===== src/rtl/naive_pattern_match_stats_unit_defines.svh =====
// assertion macros for the naive pattern match statistics unit
// used by the top level only; expects clk and rst_n in scope
`ifndef NAIVE_PATTERN_MATCH_STATS_UNIT_DEFINES_SVH
`define NAIVE_PATTERN_MATCH_STATS_UNIT_DEFINES_SVH

// same-cycle implication, checked out of reset
`define NPMS_ASSERT_NOW(lbl, ante, cons) \
    lbl: assert property (@(posedge clk) disable iff (!rst_n) (ante) |-> (cons)) \
        else $error("npms: same-cycle check failed");

// next-cycle implication, checked out of reset
`define NPMS_ASSERT_NEXT(lbl, ante, cons) \
    lbl: assert property (@(posedge clk) disable iff (!rst_n) (ante) |=> (cons)) \
        else $error("npms: next-cycle check failed");

`endif


===== src/rtl/npms_pkg.sv =====
// shared types and constants for the naive pattern match statistics unit
// no dependencies; imported by npms_cell, npms_stats and the top level
`timescale 1ns / 1ps

package npms_pkg;

    // default sizes
    localparam int PATTERN_MAX_DEF = 16;
    localparam int TEXT_MAX_DEF    = 65535;

    // pattern storage
    localparam int PAT_BYTES = 16;
    localparam int PAT_W     = 8 * PAT_BYTES;
    localparam int CHAR_W    = 8;

    // config port
    localparam int CFG_IDX_W  = 2;
    localparam int CFG_DATA_W = 64;
    localparam logic [CFG_IDX_W-1:0] REG_PATTERN_LOW  = 2'd0;
    localparam logic [CFG_IDX_W-1:0] REG_PATTERN_HIGH = 2'd1;
    localparam logic [CFG_IDX_W-1:0] REG_PATTERN_LEN  = 2'd2;

    // result field widths
    localparam int CNT_W     = 5;
    localparam int OFFSET_W  = 17;
    localparam int TOTAL_W   = 16;
    localparam int COMPARE_W = 21;
    localparam int OUT_W     = 80;

    // alignment held by one cell
    typedef struct packed {
        logic             valid;
        logic             failed;
        logic [CNT_W-1:0] progress;
        logic [CNT_W-1:0] compares;
    } cell_state_t;

    // alignment that closes on the current item
    typedef struct packed {
        logic             done;
        logic             full;
        logic [CNT_W-1:0] progress;
        logic [CNT_W-1:0] compares;
    } cell_report_t;

    // per-text statistics
    typedef struct packed {
        logic                 text_too_long;
        logic [COMPARE_W-1:0] chars_compared;
        logic [CNT_W-1:0]     longest_prefix;
        logic [TOTAL_W-1:0]   match_total;
        logic [OFFSET_W-1:0]  last_offset;
        logic [OFFSET_W-1:0]  first_offset;
    } result_t;

    // handshake events seen by the statistics unit
    typedef struct packed {
        logic accept;
        logic last;
    } item_ctl_t;

endpackage


===== src/rtl/npms_cell.sv =====
// one alignment cell of the comparison chain
// depends on npms_pkg; the cell at position INDEX sees alignments of age INDEX
`timescale 1ns / 1ps

module npms_cell #(
    parameter int INDEX = 0
) (
    input  logic                          clk,
    input  logic                          rst_n,
    input  logic                          advance,
    input  logic                          clear,
    input  logic [npms_pkg::CHAR_W-1:0]   text_byte,
    input  logic [npms_pkg::CHAR_W-1:0]   pat_byte,
    input  logic [npms_pkg::CNT_W-1:0]    used_len,
    input  npms_pkg::cell_state_t         state_in,
    output npms_pkg::cell_state_t         state_out,
    output npms_pkg::cell_report_t        report
);
    import npms_pkg::*;

    localparam logic [CNT_W-1:0] AGE = CNT_W'(INDEX);

    cell_state_t state_reg;
    cell_state_t state_next;
    cell_state_t upd;

    // compare this item against the pattern byte for this age
    always_comb
    begin
        upd        = state_in;
        state_next = state_in;
        report     = '0;
        if (!state_in.valid)
        begin
            state_next.valid = 1'b0;
        end
        else if (AGE >= used_len)
        begin
            // pattern shrank under a live alignment: drop it uncounted
            state_next.valid = 1'b0;
        end
        else
        begin
            if (!state_in.failed)
            begin
                upd.compares = state_in.compares + 1'b1;
                if (text_byte == pat_byte)
                    upd.progress = state_in.progress + 1'b1;
                else
                    upd.failed = 1'b1;
            end
            state_next = upd;
            if (AGE == used_len - 1'b1)
            begin
                report.done      = 1'b1;
                report.full      = (upd.progress == used_len);
                report.progress  = upd.progress;
                report.compares  = upd.compares;
                state_next.valid = 1'b0;
            end
        end
    end

    // hand the aged alignment to the next cell
    always_ff @(posedge clk or negedge rst_n)
    begin
        if (!rst_n)
            state_reg <= '0;
        else if (clear)
            state_reg <= '0;
        else if (advance)
            state_reg <= state_next;
    end

    assign state_out = state_reg;

endmodule


===== src/rtl/npms_stats.sv =====
// per-text statistics: position, match offsets, counts, compare total
// depends on npms_pkg; fed by the report of the cell chain
`timescale 1ns / 1ps

module npms_stats #(
    parameter int TEXT_MAX = npms_pkg::TEXT_MAX_DEF
) (
    input  logic                       clk,
    input  logic                       rst_n,
    input  npms_pkg::item_ctl_t        ctl,
    input  npms_pkg::cell_report_t     report,
    input  logic [npms_pkg::CNT_W-1:0] used_len,
    output logic                       take,
    output npms_pkg::result_t          result
);
    import npms_pkg::*;

    localparam int POS_W = $clog2(TEXT_MAX + 1);
    localparam int EXT_W = (POS_W > OFFSET_W) ? POS_W : OFFSET_W;
    localparam logic [TOTAL_W-1:0]   HIT_SAT = {TOTAL_W{1'b1}};
    localparam logic [COMPARE_W:0]   CMP_SAT = {1'b0, {COMPARE_W{1'b1}}};

    logic [POS_W-1:0]     pos_reg;
    logic [POS_W-1:0]     pos_next;
    result_t              stat_reg;
    result_t              stat_next;
    result_t              stat_clear;
    logic                 pos_full;
    logic                 hit;
    logic                 closed;
    logic [EXT_W-1:0]     diff;
    logic [OFFSET_W-1:0]  offset;
    logic [COMPARE_W:0]   cmp_sum;

    assign pos_full = (pos_reg == POS_W'(TEXT_MAX));
    assign take     = ctl.accept && !pos_full;
    assign closed   = take && report.done;
    assign hit      = closed && report.full;

    // start offset of the alignment that closes now
    assign diff   = EXT_W'(pos_reg) - EXT_W'(used_len - 1'b1);
    assign offset = diff[OFFSET_W-1:0];

    assign cmp_sum = {1'b0, stat_reg.chars_compared} + (COMPARE_W + 1)'(report.compares);

    // values after this item
    always_comb
    begin
        stat_next = stat_reg;
        pos_next  = take ? pos_reg + 1'b1 : pos_reg;
        if (ctl.accept && pos_full)
            stat_next.text_too_long = 1'b1;
        if (hit)
        begin
            if (stat_reg.match_total == '0)
                stat_next.first_offset = offset;
            stat_next.last_offset = offset;
            if (stat_reg.match_total != HIT_SAT)
                stat_next.match_total = stat_reg.match_total + 1'b1;
        end
        if (closed)
        begin
            if (report.progress > stat_reg.longest_prefix)
                stat_next.longest_prefix = report.progress;
            stat_next.chars_compared = (cmp_sum > CMP_SAT) ? CMP_SAT[COMPARE_W-1:0]
                                                            : cmp_sum[COMPARE_W-1:0];
        end
    end

    // per-text reset values
    always_comb
    begin
        stat_clear              = '0;
        stat_clear.first_offset = '1;
        stat_clear.last_offset  = '1;
    end

    always_ff @(posedge clk or negedge rst_n)
    begin
        if (!rst_n)
        begin
            pos_reg  <= '0;
            stat_reg <= stat_clear;
        end
        else if (ctl.accept && ctl.last)
        begin
            pos_reg  <= '0;
            stat_reg <= stat_clear;
        end
        else if (ctl.accept)
        begin
            pos_reg  <= pos_next;
            stat_reg <= stat_next;
        end
    end

    assign result = stat_next;

endmodule


===== src/rtl/naive_pattern_match_stats_unit.sv =====
// naive pattern match statistics unit: top level with chain, stats and output stage
// depends on npms_pkg, npms_cell, npms_stats and the defines header
//
// usage:
//   text bytes arrive on s_axis (tdata = text_byte, tlast marks the last byte).
//   the pattern (1 to 16 bytes) and its length are set through cfg_wen /
//   cfg_addr / cfg_wdata while the unit is idle: index 0 holds pattern bytes
//   0..7, index 1 bytes 8..15, index 2 the length.
//   one byte is taken per cycle; a row of PATTERN_MAX cells holds every open
//   alignment, each cell comparing its byte and passing its alignment on.
//   after the byte marked last, one statistics item appears on m_axis in the
//   next cycle; other bytes produce nothing.
//   a single output register sits between the sides: input is taken while the
//   output is empty or being drained, so a stalled receiver holds the result
//   and stops input only while that result waits.
//   bytes past TEXT_MAX are dropped and set text_too_long.
//   reset clears all cells and statistics and sets the pattern length to 1.
`timescale 1ns / 1ps
`include "naive_pattern_match_stats_unit_defines.svh"

module naive_pattern_match_stats_unit #(
    parameter int PATTERN_MAX = npms_pkg::PATTERN_MAX_DEF,
    parameter int TEXT_MAX    = npms_pkg::TEXT_MAX_DEF
) (
    input  logic                              clk,
    input  logic                              rst_n,
    // config write port
    input  logic                              cfg_wen,
    input  logic [npms_pkg::CFG_IDX_W-1:0]    cfg_addr,
    input  logic [npms_pkg::CFG_DATA_W-1:0]   cfg_wdata,
    // text input
    input  logic                              s_axis_tvalid,
    output logic                              s_axis_tready,
    input  logic [7:0]                        s_axis_tdata,  // [7:0] text_byte
    input  logic                              s_axis_tlast,  // text_last
    // statistics output
    output logic                              m_axis_tvalid,
    input  logic                              m_axis_tready,
    // [16:0] first_offset, [33:17] last_offset, [49:34] match_total,
    // [54:50] longest_prefix, [75:55] chars_compared, [76] text_too_long, rest zero
    output logic [npms_pkg::OUT_W-1:0]        m_axis_tdata
);
    import npms_pkg::*;

    logic [CFG_DATA_W-1:0] pat_low_reg;
    logic [CFG_DATA_W-1:0] pat_high_reg;
    logic [CNT_W-1:0]      pat_len_reg;
    logic [PAT_W-1:0]      pattern;
    logic [CNT_W-1:0]      used_len;

    logic                  accept;
    logic                  take;
    item_ctl_t             ctl;
    cell_state_t           chain_state [PATTERN_MAX];
    cell_report_t          reports [PATTERN_MAX];
    logic [PATTERN_MAX-1:0] done_vec;
    cell_report_t          report_any;
    result_t               result;

    logic                  out_valid_reg;
    result_t               out_reg;

    // configuration registers
    always_ff @(posedge clk or negedge rst_n)
    begin
        if (!rst_n)
        begin
            pat_low_reg  <= '0;
            pat_high_reg <= '0;
            pat_len_reg  <= CNT_W'(1);
        end
        else if (cfg_wen)
        begin
            unique case (cfg_addr)
                REG_PATTERN_LOW:  pat_low_reg  <= cfg_wdata;
                REG_PATTERN_HIGH: pat_high_reg <= cfg_wdata;
                REG_PATTERN_LEN:  pat_len_reg  <= cfg_wdata[CNT_W-1:0];
                default:          ;
            endcase
        end
    end

    assign pattern = {pat_high_reg, pat_low_reg};

    // clamp the length into 1..PATTERN_MAX
    always_comb
    begin
        priority if (pat_len_reg == '0)
            used_len = CNT_W'(1);
        else if (pat_len_reg > CNT_W'(PATTERN_MAX))
            used_len = CNT_W'(PATTERN_MAX);
        else
            used_len = pat_len_reg;
    end

    // handshake
    assign s_axis_tready = !out_valid_reg || m_axis_tready;
    assign accept        = s_axis_tvalid && s_axis_tready;
    assign ctl.accept    = accept;
    assign ctl.last      = s_axis_tlast;

    // row of alignment cells, a fresh alignment enters cell 0 on every taken byte
    for (genvar k = 0; k < PATTERN_MAX; k++)
    begin : g_cell
        cell_state_t cin;
        if (k == 0)
        begin : g_head
            assign cin = '{valid: 1'b1, failed: 1'b0, progress: '0, compares: '0};
        end
        else
        begin : g_body
            assign cin = chain_state[k-1];
        end
        npms_cell #(
            .INDEX (k)
        ) u_cell (
            .clk       (clk),
            .rst_n     (rst_n),
            .advance   (take),
            .clear     (accept && s_axis_tlast),
            .text_byte (s_axis_tdata),
            .pat_byte  (pattern[CHAR_W*k +: CHAR_W]),
            .used_len  (used_len),
            .state_in  (cin),
            .state_out (chain_state[k]),
            .report    (reports[k])
        );
        assign done_vec[k] = reports[k].done;
    end

    // at most one cell closes per byte, so merge by or
    always_comb
    begin
        report_any = '0;
        for (int k = 0; k < PATTERN_MAX; k++)
            report_any = report_any | reports[k];
    end

    npms_stats #(
        .TEXT_MAX (TEXT_MAX)
    ) u_stats (
        .clk      (clk),
        .rst_n    (rst_n),
        .ctl      (ctl),
        .report   (report_any),
        .used_len (used_len),
        .take     (take),
        .result   (result)
    );

    // output register
    always_ff @(posedge clk or negedge rst_n)
    begin
        if (!rst_n)
            out_valid_reg <= 1'b0;
        else if (accept && s_axis_tlast)
            out_valid_reg <= 1'b1;
        else if (m_axis_tready)
            out_valid_reg <= 1'b0;
    end

    always_ff @(posedge clk)
    begin
        if (accept && s_axis_tlast)
            out_reg <= result;
    end

    assign m_axis_tvalid = out_valid_reg;
    assign m_axis_tdata  = {
        (OUT_W - 77)'(0),
        out_reg.text_too_long,
        out_reg.chars_compared,
        out_reg.longest_prefix,
        out_reg.match_total,
        out_reg.last_offset,
        out_reg.first_offset
    };

    // checks
    `NPMS_ASSERT_NOW(a_tail_cell_empty, 1'b1, !chain_state[PATTERN_MAX-1].valid)
    `NPMS_ASSERT_NOW(a_single_close, 1'b1, $countones(done_vec) <= 1)
    `NPMS_ASSERT_NEXT(a_result_follows_last, accept && s_axis_tlast, m_axis_tvalid)

endmodule

===== config.mk =====
export PLATFORM = sky130hd
export DESIGN_NAME = naive_pattern_match_stats_unit
export DESIGN_NICKNAME = d
export VERILOG_FILES = /design/src/rtl/npms_pkg.sv /design/src/rtl/npms_cell.sv /design/src/rtl/npms_stats.sv /design/src/rtl/naive_pattern_match_stats_unit.sv
export VERILOG_INCLUDE_DIRS = /design/src /design/src/rtl
export SDC_FILE = /design/constraint.sdc
export NUM_CORES = 1
export LEC_CHECK = 0
export BUFFER_PORTS_ARGS = -buffer_cell sky130_fd_sc_hd__buf_4
export CORE_MARGIN = 2
export CORE_UTILIZATION = 62
export DETAILED_ROUTE_END_ITERATION = 8
export PLACE_DENSITY = 0.84
export SYNTH_ARGS = -nofsm -noshare
export SYNTH_HDL_FRONTEND = slang
export SYNTH_SLANG_ARGS = --single-unit

===== constraint.sdc =====
create_clock -name clk -period 6.65 [get_ports clk]
set_clock_uncertainty 0.1 [all_clocks]
set_input_delay 1.33 -clock clk [delete_from_list [all_inputs] [get_ports clk]]
set_output_delay 1.33 -clock clk [all_outputs]
set_load 0.1 [all_outputs]

* Word-level counts from Yosys, hierarchy flattened *
Cells that the tools add are included.

storage, ports and cells
  logic and storage cells = 461
  output and inout port bits = 82
  bits in registers = 484
  bits of input ports = 80

operators by class
  magnitude comparators = 19
  equal/unequal tests = 51
  mux-type cells = 243
  reduce and logical (&&, ||, !) cells = 20
  add/subtract/negate cells = 36
  bitwise gates (word level) = 15

operator list
  cell                                                                               number
  12-bit two-way mux                                                                 77
  11-bit two-way mux                                                                 72
  12-bit bitwise OR                                                                  15
  77-bit two-way mux                                                                 2
  5-bit by 1-bit adder with 5-bit output, second input constant                      30
  8-bit == test                                                                      16
  5-bit two-way mux                                                                  18
  5-bit == test                                                                      16
  16-bit two-way mux                                                                 4
  1-bit two-way mux                                                                  63
  50-bit two-way mux                                                                 1
  4-bit by 5-bit == test with 1-bit output, first input constant                     8
  4-bit by 5-bit >= comparator with 1-bit output, first input constant               8
  16-bit by 1-bit adder with 16-bit output, second input constant                    2
  10-bit two-way mux                                                                 3
  26-bit two-way mux                                                                 1
  21-bit by 5-bit adder with 22-bit output                                           1
  22-bit by 21-bit greater-than comparator with 1-bit output, second input constant  1
  21-bit two-way mux                                                                 1
  3-bit by 5-bit == test with 1-bit output, first input constant                     4
  3-bit by 5-bit >= comparator with 1-bit output, first input constant               4
  17-bit two-way mux                                                                 1
  16-bit by 17-bit subtractor with 17-bit output                                     1
  16-bit == test, second input constant                                              1
  other kinds (19)                                                                   34

* Depth between registers and ports, before layout *
  depth after elaboration = 31
  gate-level depth with buffers = 27
  gate-level depth less buffers = 23

* Cells and area by module *
From an unflattened synthesis, not the netlist that was laid out.

second synthesis, totals
  cells, all modules = 3228
  area total of the unflattened synthesis = 31739.2 um^2

modules (own cells, without submodules)
  module                          sequential area each (um^2)  cells each  times used  area an instance (um^2)
  naive_pattern_match_stats_unit  5666.7                       438         1           8167.8
  npms_stats                      2369.8                       690         1           6063.3
  npms_cell (g_cell[0].u_cell)    300.3                        149         1           1188.6
  npms_cell (g_cell[10].u_cell)   300.3                        133         1           1144.8
  npms_cell (g_cell[7].u_cell)    300.3                        141         1           1139.8
  npms_cell (g_cell[12].u_cell)   300.3                        133         1           1121.1
  npms_cell (g_cell[3].u_cell)    300.3                        134         1           1113.6
  npms_cell (g_cell[9].u_cell)    300.3                        128         1           1089.8
  npms_cell (g_cell[14].u_cell)   300.3                        131         1           1088.5
  npms_cell (g_cell[1].u_cell)    300.3                        129         1           1083.5
  npms_cell (g_cell[6].u_cell)    300.3                        130         1           1082.3
  npms_cell (g_cell[15].u_cell)   300.3                        131         1           1081.0
  npms_cell (g_cell[8].u_cell)    300.3                        124         1           1079.8
  npms_cell (g_cell[4].u_cell)    300.3                        130         1           1078.5
  +4 rows                         --                           --          --          --

* Worst setup path before layout *
No wires, ideal clock.

  path type = in2reg
  from = input port m_axis_tready
  to = register out_reg, in the netlist m_axis_tdata[0] (enable)
  library setup time = 471 ps
  required time = 6079 ps
  slack = 861 ps
  path buffers = 2
  arrival = 5218 ps
  cell stages on the path = 6
  path through = nand2b_1 and2_1 clkbuf_1 nand2_1 inv_1 clkbuf_1

on the way
  longest elaborated chain between the ends = 3

RTL lines
  element                           RTL line                               RTL
  start: declaration                naive_pattern_match_stats_unit.sv:38   input logic m_axis_tready,
  1-bit logical OR                  naive_pattern_match_stats_unit.sv:97   assign s_axis_tready = !out_valid_reg || m_axis_tready;
  1-bit logical AND                 naive_pattern_match_stats_unit.sv:98   assign accept = s_axis_tvalid && s_axis_tready;
  1-bit logical AND                 --
  named net g_cell[0].u_cell.clear  npms_cell.sv:11                        input logic clear,
  end signal: assignment            naive_pattern_match_stats_unit.sv:165  out_reg <= result;
  end: declaration                  naive_pattern_match_stats_unit.sv:61   result_t out_reg;

The timed path passes the listed nets, and every way through them passes these cells.
A chain may end at the register's enable or synchronous reset.

* Final worst setup path *
  from = register pat_len_reg[4]
  to = register u_stats.stat_reg[15] (netlist bit)

on the way
  longest elaborated chain between the ends = 28
  elaborated cells between the ends (all ways) = 123
  those cells by class = add/sub (3); order compare (17); eq/ne (31); mux (53); bitwise (15); reduce/logical (4)

RTL lines
  element                                      RTL line                               RTL
  start: declaration                           naive_pattern_match_stats_unit.sv:47   logic [CNT_W-1:0] pat_len_reg;
  start signal: assignment                     naive_pattern_match_stats_unit.sv:77   REG_PATTERN_LEN: pat_len_reg <= cfg_wdata[CNT_W-1:0];
  5-bit greater-than comparator                naive_pattern_match_stats_unit.sv:90   else if (pat_len_reg > CNT_W'(PATTERN_MAX))
  5-bit two-way mux                            naive_pattern_match_stats_unit.sv:90
  5-bit two-way mux *                          naive_pattern_match_stats_unit.sv:88   priority if (pat_len_reg == '0)
  5-bit by 1-bit subtractor with 5-bit output  npms_cell.sv:53                        if (AGE == used_len - 1'b1)
  1-bit by 5-bit == test with 1-bit output     npms_cell.sv:53
  12-bit two-way mux                           npms_cell.sv:53
  12-bit two-way mux                           npms_cell.sv:37                        else if (AGE >= used_len)
  12-bit two-way mux                           npms_cell.sv:33                        if (!state_in.valid)
  12-bit bitwise OR (15 in series)             naive_pattern_match_stats_unit.sv:136  report_any = report_any | reports[k];
  1-bit logical AND                            npms_stats.sv:37                       assign closed = take && report.done;
  1-bit logical AND                            npms_stats.sv:38                       assign hit = closed && report.full;
  50-bit two-way mux *                         npms_stats.sv:53                       if (hit)
  77-bit two-way mux *                         npms_stats.sv:90                       else if (ctl.accept)
  77-bit two-way mux *                         npms_stats.sv:85                       else if (ctl.accept && ctl.last)
  end signal: assignment                       npms_stats.sv:83                       stat_reg <= stat_clear;
  end signal: assignment                       npms_stats.sv:88                       stat_reg <= stat_clear;
  end signal: assignment                       npms_stats.sv:93                       stat_reg <= stat_next;
  end: declaration                             npms_stats.sv:25                       result_t stat_reg;

Every way passes the cells marked *; elsewhere a longest branch is shown, timed or not. The select of a mux whose other input is x is not followed.

==> impl_metrics.csv <==
group,metric,value,unit
worst_setup_path,ff2ff_setup_slack,0.58,ns
die,die_w,217.0,µm
cts,cts_made_buffers,49,
cts,cts.path.max_buffers,3,
sta,slew_viol_final,0,
sta,tightest_slew,1.273,ns
detailed_routing,vias,22905,
job,max-cap-violations,0,
sta,setup_viol,0,
sta,post-route-period-util,91.22,%
cts,cts.clk_slew.worst_paths,0.07,ns
global_routing,track_usage,34.91,%
sta,timing.final.crit_period,6.066,ns
placement,dpl-instance-area,0.02958,mm²
synthesis,ys_types,103,
sta,rsz0062_at_grt,"no",
final_layout,design_area,0.03120,mm²
worst_setup_path,reg2regPathDepth,14,
detailed_routing,routed_wl,82.68,mm
cts,cts_num_sinks,464,
die,ios,162,
global_routing,grt_first_pass_wirelength,128.4,mm
cts,cts_tree,"yes",
die,die_area,0.04710,mm²
status,status,"finished clean",
pwr,vdd_drop_max,276.6,µV
detailed_routing,first_iter_violations,2535,
synthesis,ys_ff_latch,464,
final_layout,drive_gt1_share,18.48,%
min_path,hp-class,"flop to flop",
final_layout,largest_register_ffs,160,
synthesis,synth.cell_area,0.02814,mm²
synthesis,syn_inst,2812,
cts,cts_resized,0,
sta,relSlewSlack,14.08,%
worst_setup_path,crit_required,7.07,ns
synthesis,dominantRegCellSynth,"dfrtp_1",
detailed_routing,via_per_inst,6.483,
placement,io_buffers,158,
synthesis,synth_warnings,0,
detailed_routing,drtAntennaViolNets,0,
global_routing,grt_pass1_vias,22789,
detailed_routing,wl_per_cell,23.40,µm
sta,fin_hold_ws,0.3805,ns
worst_setup_path,crit_fanout,21,
worst_setup_path,crit_arrival,6.49,ns
synthesis,yosysSeqAreaShare,42.79,%
worst_setup_path,crit_type,"flop to flop",
detailed_routing,drt_pass1_iterations,6,
final_layout,diodes,0,
sta,fin_setup_tns,0,ns
sta,fmaxAchievable,164.8,MHz
min_path,hold_path_depth,2,
synthesis,synthArstFlopShare,83.41,%
pwr,power_density,238.7,mW/mm²
pwr,p_leak,12.14,nW
die,rows,78,
synthesis,syn_area_per_cell,10.01,µm²
worst_setup_path,timing.rr.start,"pat_len_reg[4]",
placement,place.gp.congestion,1.050,
sta,hold_viol,0,
worst_setup_path,crit_path_end_kind,"flop",
die,core,0.04509,mm²
cts,clkLatencyLatePin,0.61,ns
worst_setup_path,worstReg2RegEnd,"u_stats.stat_reg[15]",
cts,hold_buffers,0,
placement,dpl.hpwl,58.52,mm
final_layout,area_delta_synth_final,10.90,%
detailed_routing,drc_errors,0,
global_routing,antenna_found_initial,1,
synthesis,synth_edf_count,77,
worst_setup_path,setup.worst_path.start,"pat_len_reg[4]",
die,fp.dieH,217.0,µm
cts,cts_setup_buffers,0,
global_routing,grt_max_degree,152,
final_layout,num-nets-final,3038,
worst_setup_path,start_kind,"flop",
cts,cts_max_level,2,
worst_setup_path,crit_end,"u_stats.stat_reg[15]",
global_routing,grt-ovfl-total,0,
cts,root_buffer,"clkbuf_16",
pwr,power,0.007448,W
die,initial_core_util,62.40,%
-- power breakdown --
group,switching (W),internal [W],total [W],leakage (nW)
Clock,0.00120,0.00158,0.00278,0.791
Sequential,0.000158,0.00308,0.00324,5.59
Combinational,0.000897,0.000537,0.00143,5.75
Total,0.00225,0.00520,0.00745,12.1
-- per-layer routing --
| metal | GRT usage (%) | share of wire [%] | vias up | wire length (µm) |
|---|---|---|---|---|
| li1 | - | - | 10135 | - |
| met1 | 46.71 | 40 | 11120 | 32660 |
| met2 | 54.47 | 45 | 1316 | 37570 |
| met3 | 6.848 | 9.7 | 334 | 8029 |
| met4 | 17.42 | 5.3 | 0 | 4415 |
| met5 | 0.2083 | 0 | - | 0 |
-- worst max-delay path, stage by stage, from the launching register on --
cell and delay, ns:
dfrtp_1 0.44, or4_4 0.57, nand2_4 0.08, buf_4 0.35, ha_1 0.46, nand3_1 0.28
buf_4 0.24, a2111oi_0 0.95, o2111ai_1 0.41, o221ai_1 0.32, nor4_2 0.07, nand4_2 0.24
buf_4 0.31, nand3_1 0.61, o32a_1 0.55
-- worst min-delay path by stage --
stage,from,end,slack (ns)
4_1_cts,g_cell[8].u_cell.state_out[11],g_cell[8].u_cell.state_out[11],0.38
3_5_place_dp,g_cell[8].u_cell.state_out[11],g_cell[8].u_cell.state_out[11],0.36
3_3_place_gp,g_cell[8].u_cell.state_out[11],g_cell[8].u_cell.state_out[11],0.36
2_1_floorplan,g_cell[8].u_cell.state_out[11],g_cell[8].u_cell.state_out[11],0.33
5_1_grt,g_cell[8].u_cell.state_out[11],g_cell[8].u_cell.state_out[11],0.42
6_report,g_cell[8].u_cell.state_out[11],g_cell[8].u_cell.state_out[11],0.38
-- logic make-up after synthesis --
family | share of synthesized area (%)
and+or+nand+nor | 15.70
AOI/OAI and AO/OA | 11.79
DFF | 42.79
xor gates and xnor gates | 13.59
muxes | 9.103
buffers and inverters | 4.007
adders and majority gates | 2.988
other | 0.02669
-- synthesized netlist by cell type (all sizes together), types with 5 or more instances --
library cell	count	share of area, %
dfrtp	352	31
nand2	284	3.8
xnor2	282	8.8
o21ai	206	3.7
nor2	176	2.4
mux2	172	6.9
xor2	146	4.5
clkbuf	129	1.7
edfxtp	77	8.2
nand3	75	1.4
nor3	65	1.4
a21oi	64	1.2
ha	64	2.8
mux2i	62	2.2
buf	60	1.7
nand4	58	1.4
o22ai	44	0.98
inv	43	0.57
dfstp	35	3.3
nor4	35	1.0
nor2b	34	0.76
o22a	34	1.1
a31oi	26	0.60
and3	26	0.58
nand2b	21	0.47
and2	16	0.36
o31ai	16	0.43
nand4b	15	0.47
or3	15	0.33
a22o	14	0.44
o21a	12	0.32
or2	12	0.27
o211ai	11	0.29
a211oi	10	0.28
a21o	8	0.21
a32o	8	0.28
nor4b	8	0.27
and4	6	0.19
nand3b	6	0.16
nor3b	5	0.13
o32ai	5	0.18
-- per-stage QoR --
step	utilization, %	std cells	setup WS (ns)
floorplan	-	2824	0.8605
global placement	65.61	3441	0.7486
detailed placement	65.61	3441	0.6544
CTS	69.20	3533	0.8915
global route	69.20	3533	0.5707
finish	69.20	3533	0.5837
-- placed cells by master (no fill, tap or decap), types with 9 or more instances in the layout --
cell type,count
a211oi_1,9
a21oi_1,62
a22o_1,14
a31oi_1,25
and2_1,14
and3_1,26
buf_4,202
clkbuf_1,10
clkbuf_16,50
clkbuf_8,10
conb_1,14
dfrtp_1,352
dfstp_2,35
edfxtp_1,77
ha_1,64
inv_1,40
mux2_2,169
mux2i_1,62
nand2_1,281
nand2b_1,21
nand3_1,72
nand4_1,54
nand4b_1,15
nor2_1,174
nor2b_1,34
nor3_1,58
nor4_1,27
o211ai_1,11
o21a_1,12
o21ai_0,196
o21ai_1,9
o22a_1,34
o22ai_1,44
o31ai_1,16
or2_2,10
or3_1,15
xnor2_1,281
xor2_1,146
-- area by class of cell --
type	count	area (µm²)
multi-input combinational	2127	15030
tap	600	750.7
sequential	464	12040
clock inverter	22	191.4
timing repair buffer	206	1592
fill	3301	13890
inverter	44	167.7
clock buffer	70	1426
Note: power is estimated with default switching activity, not from simulation.
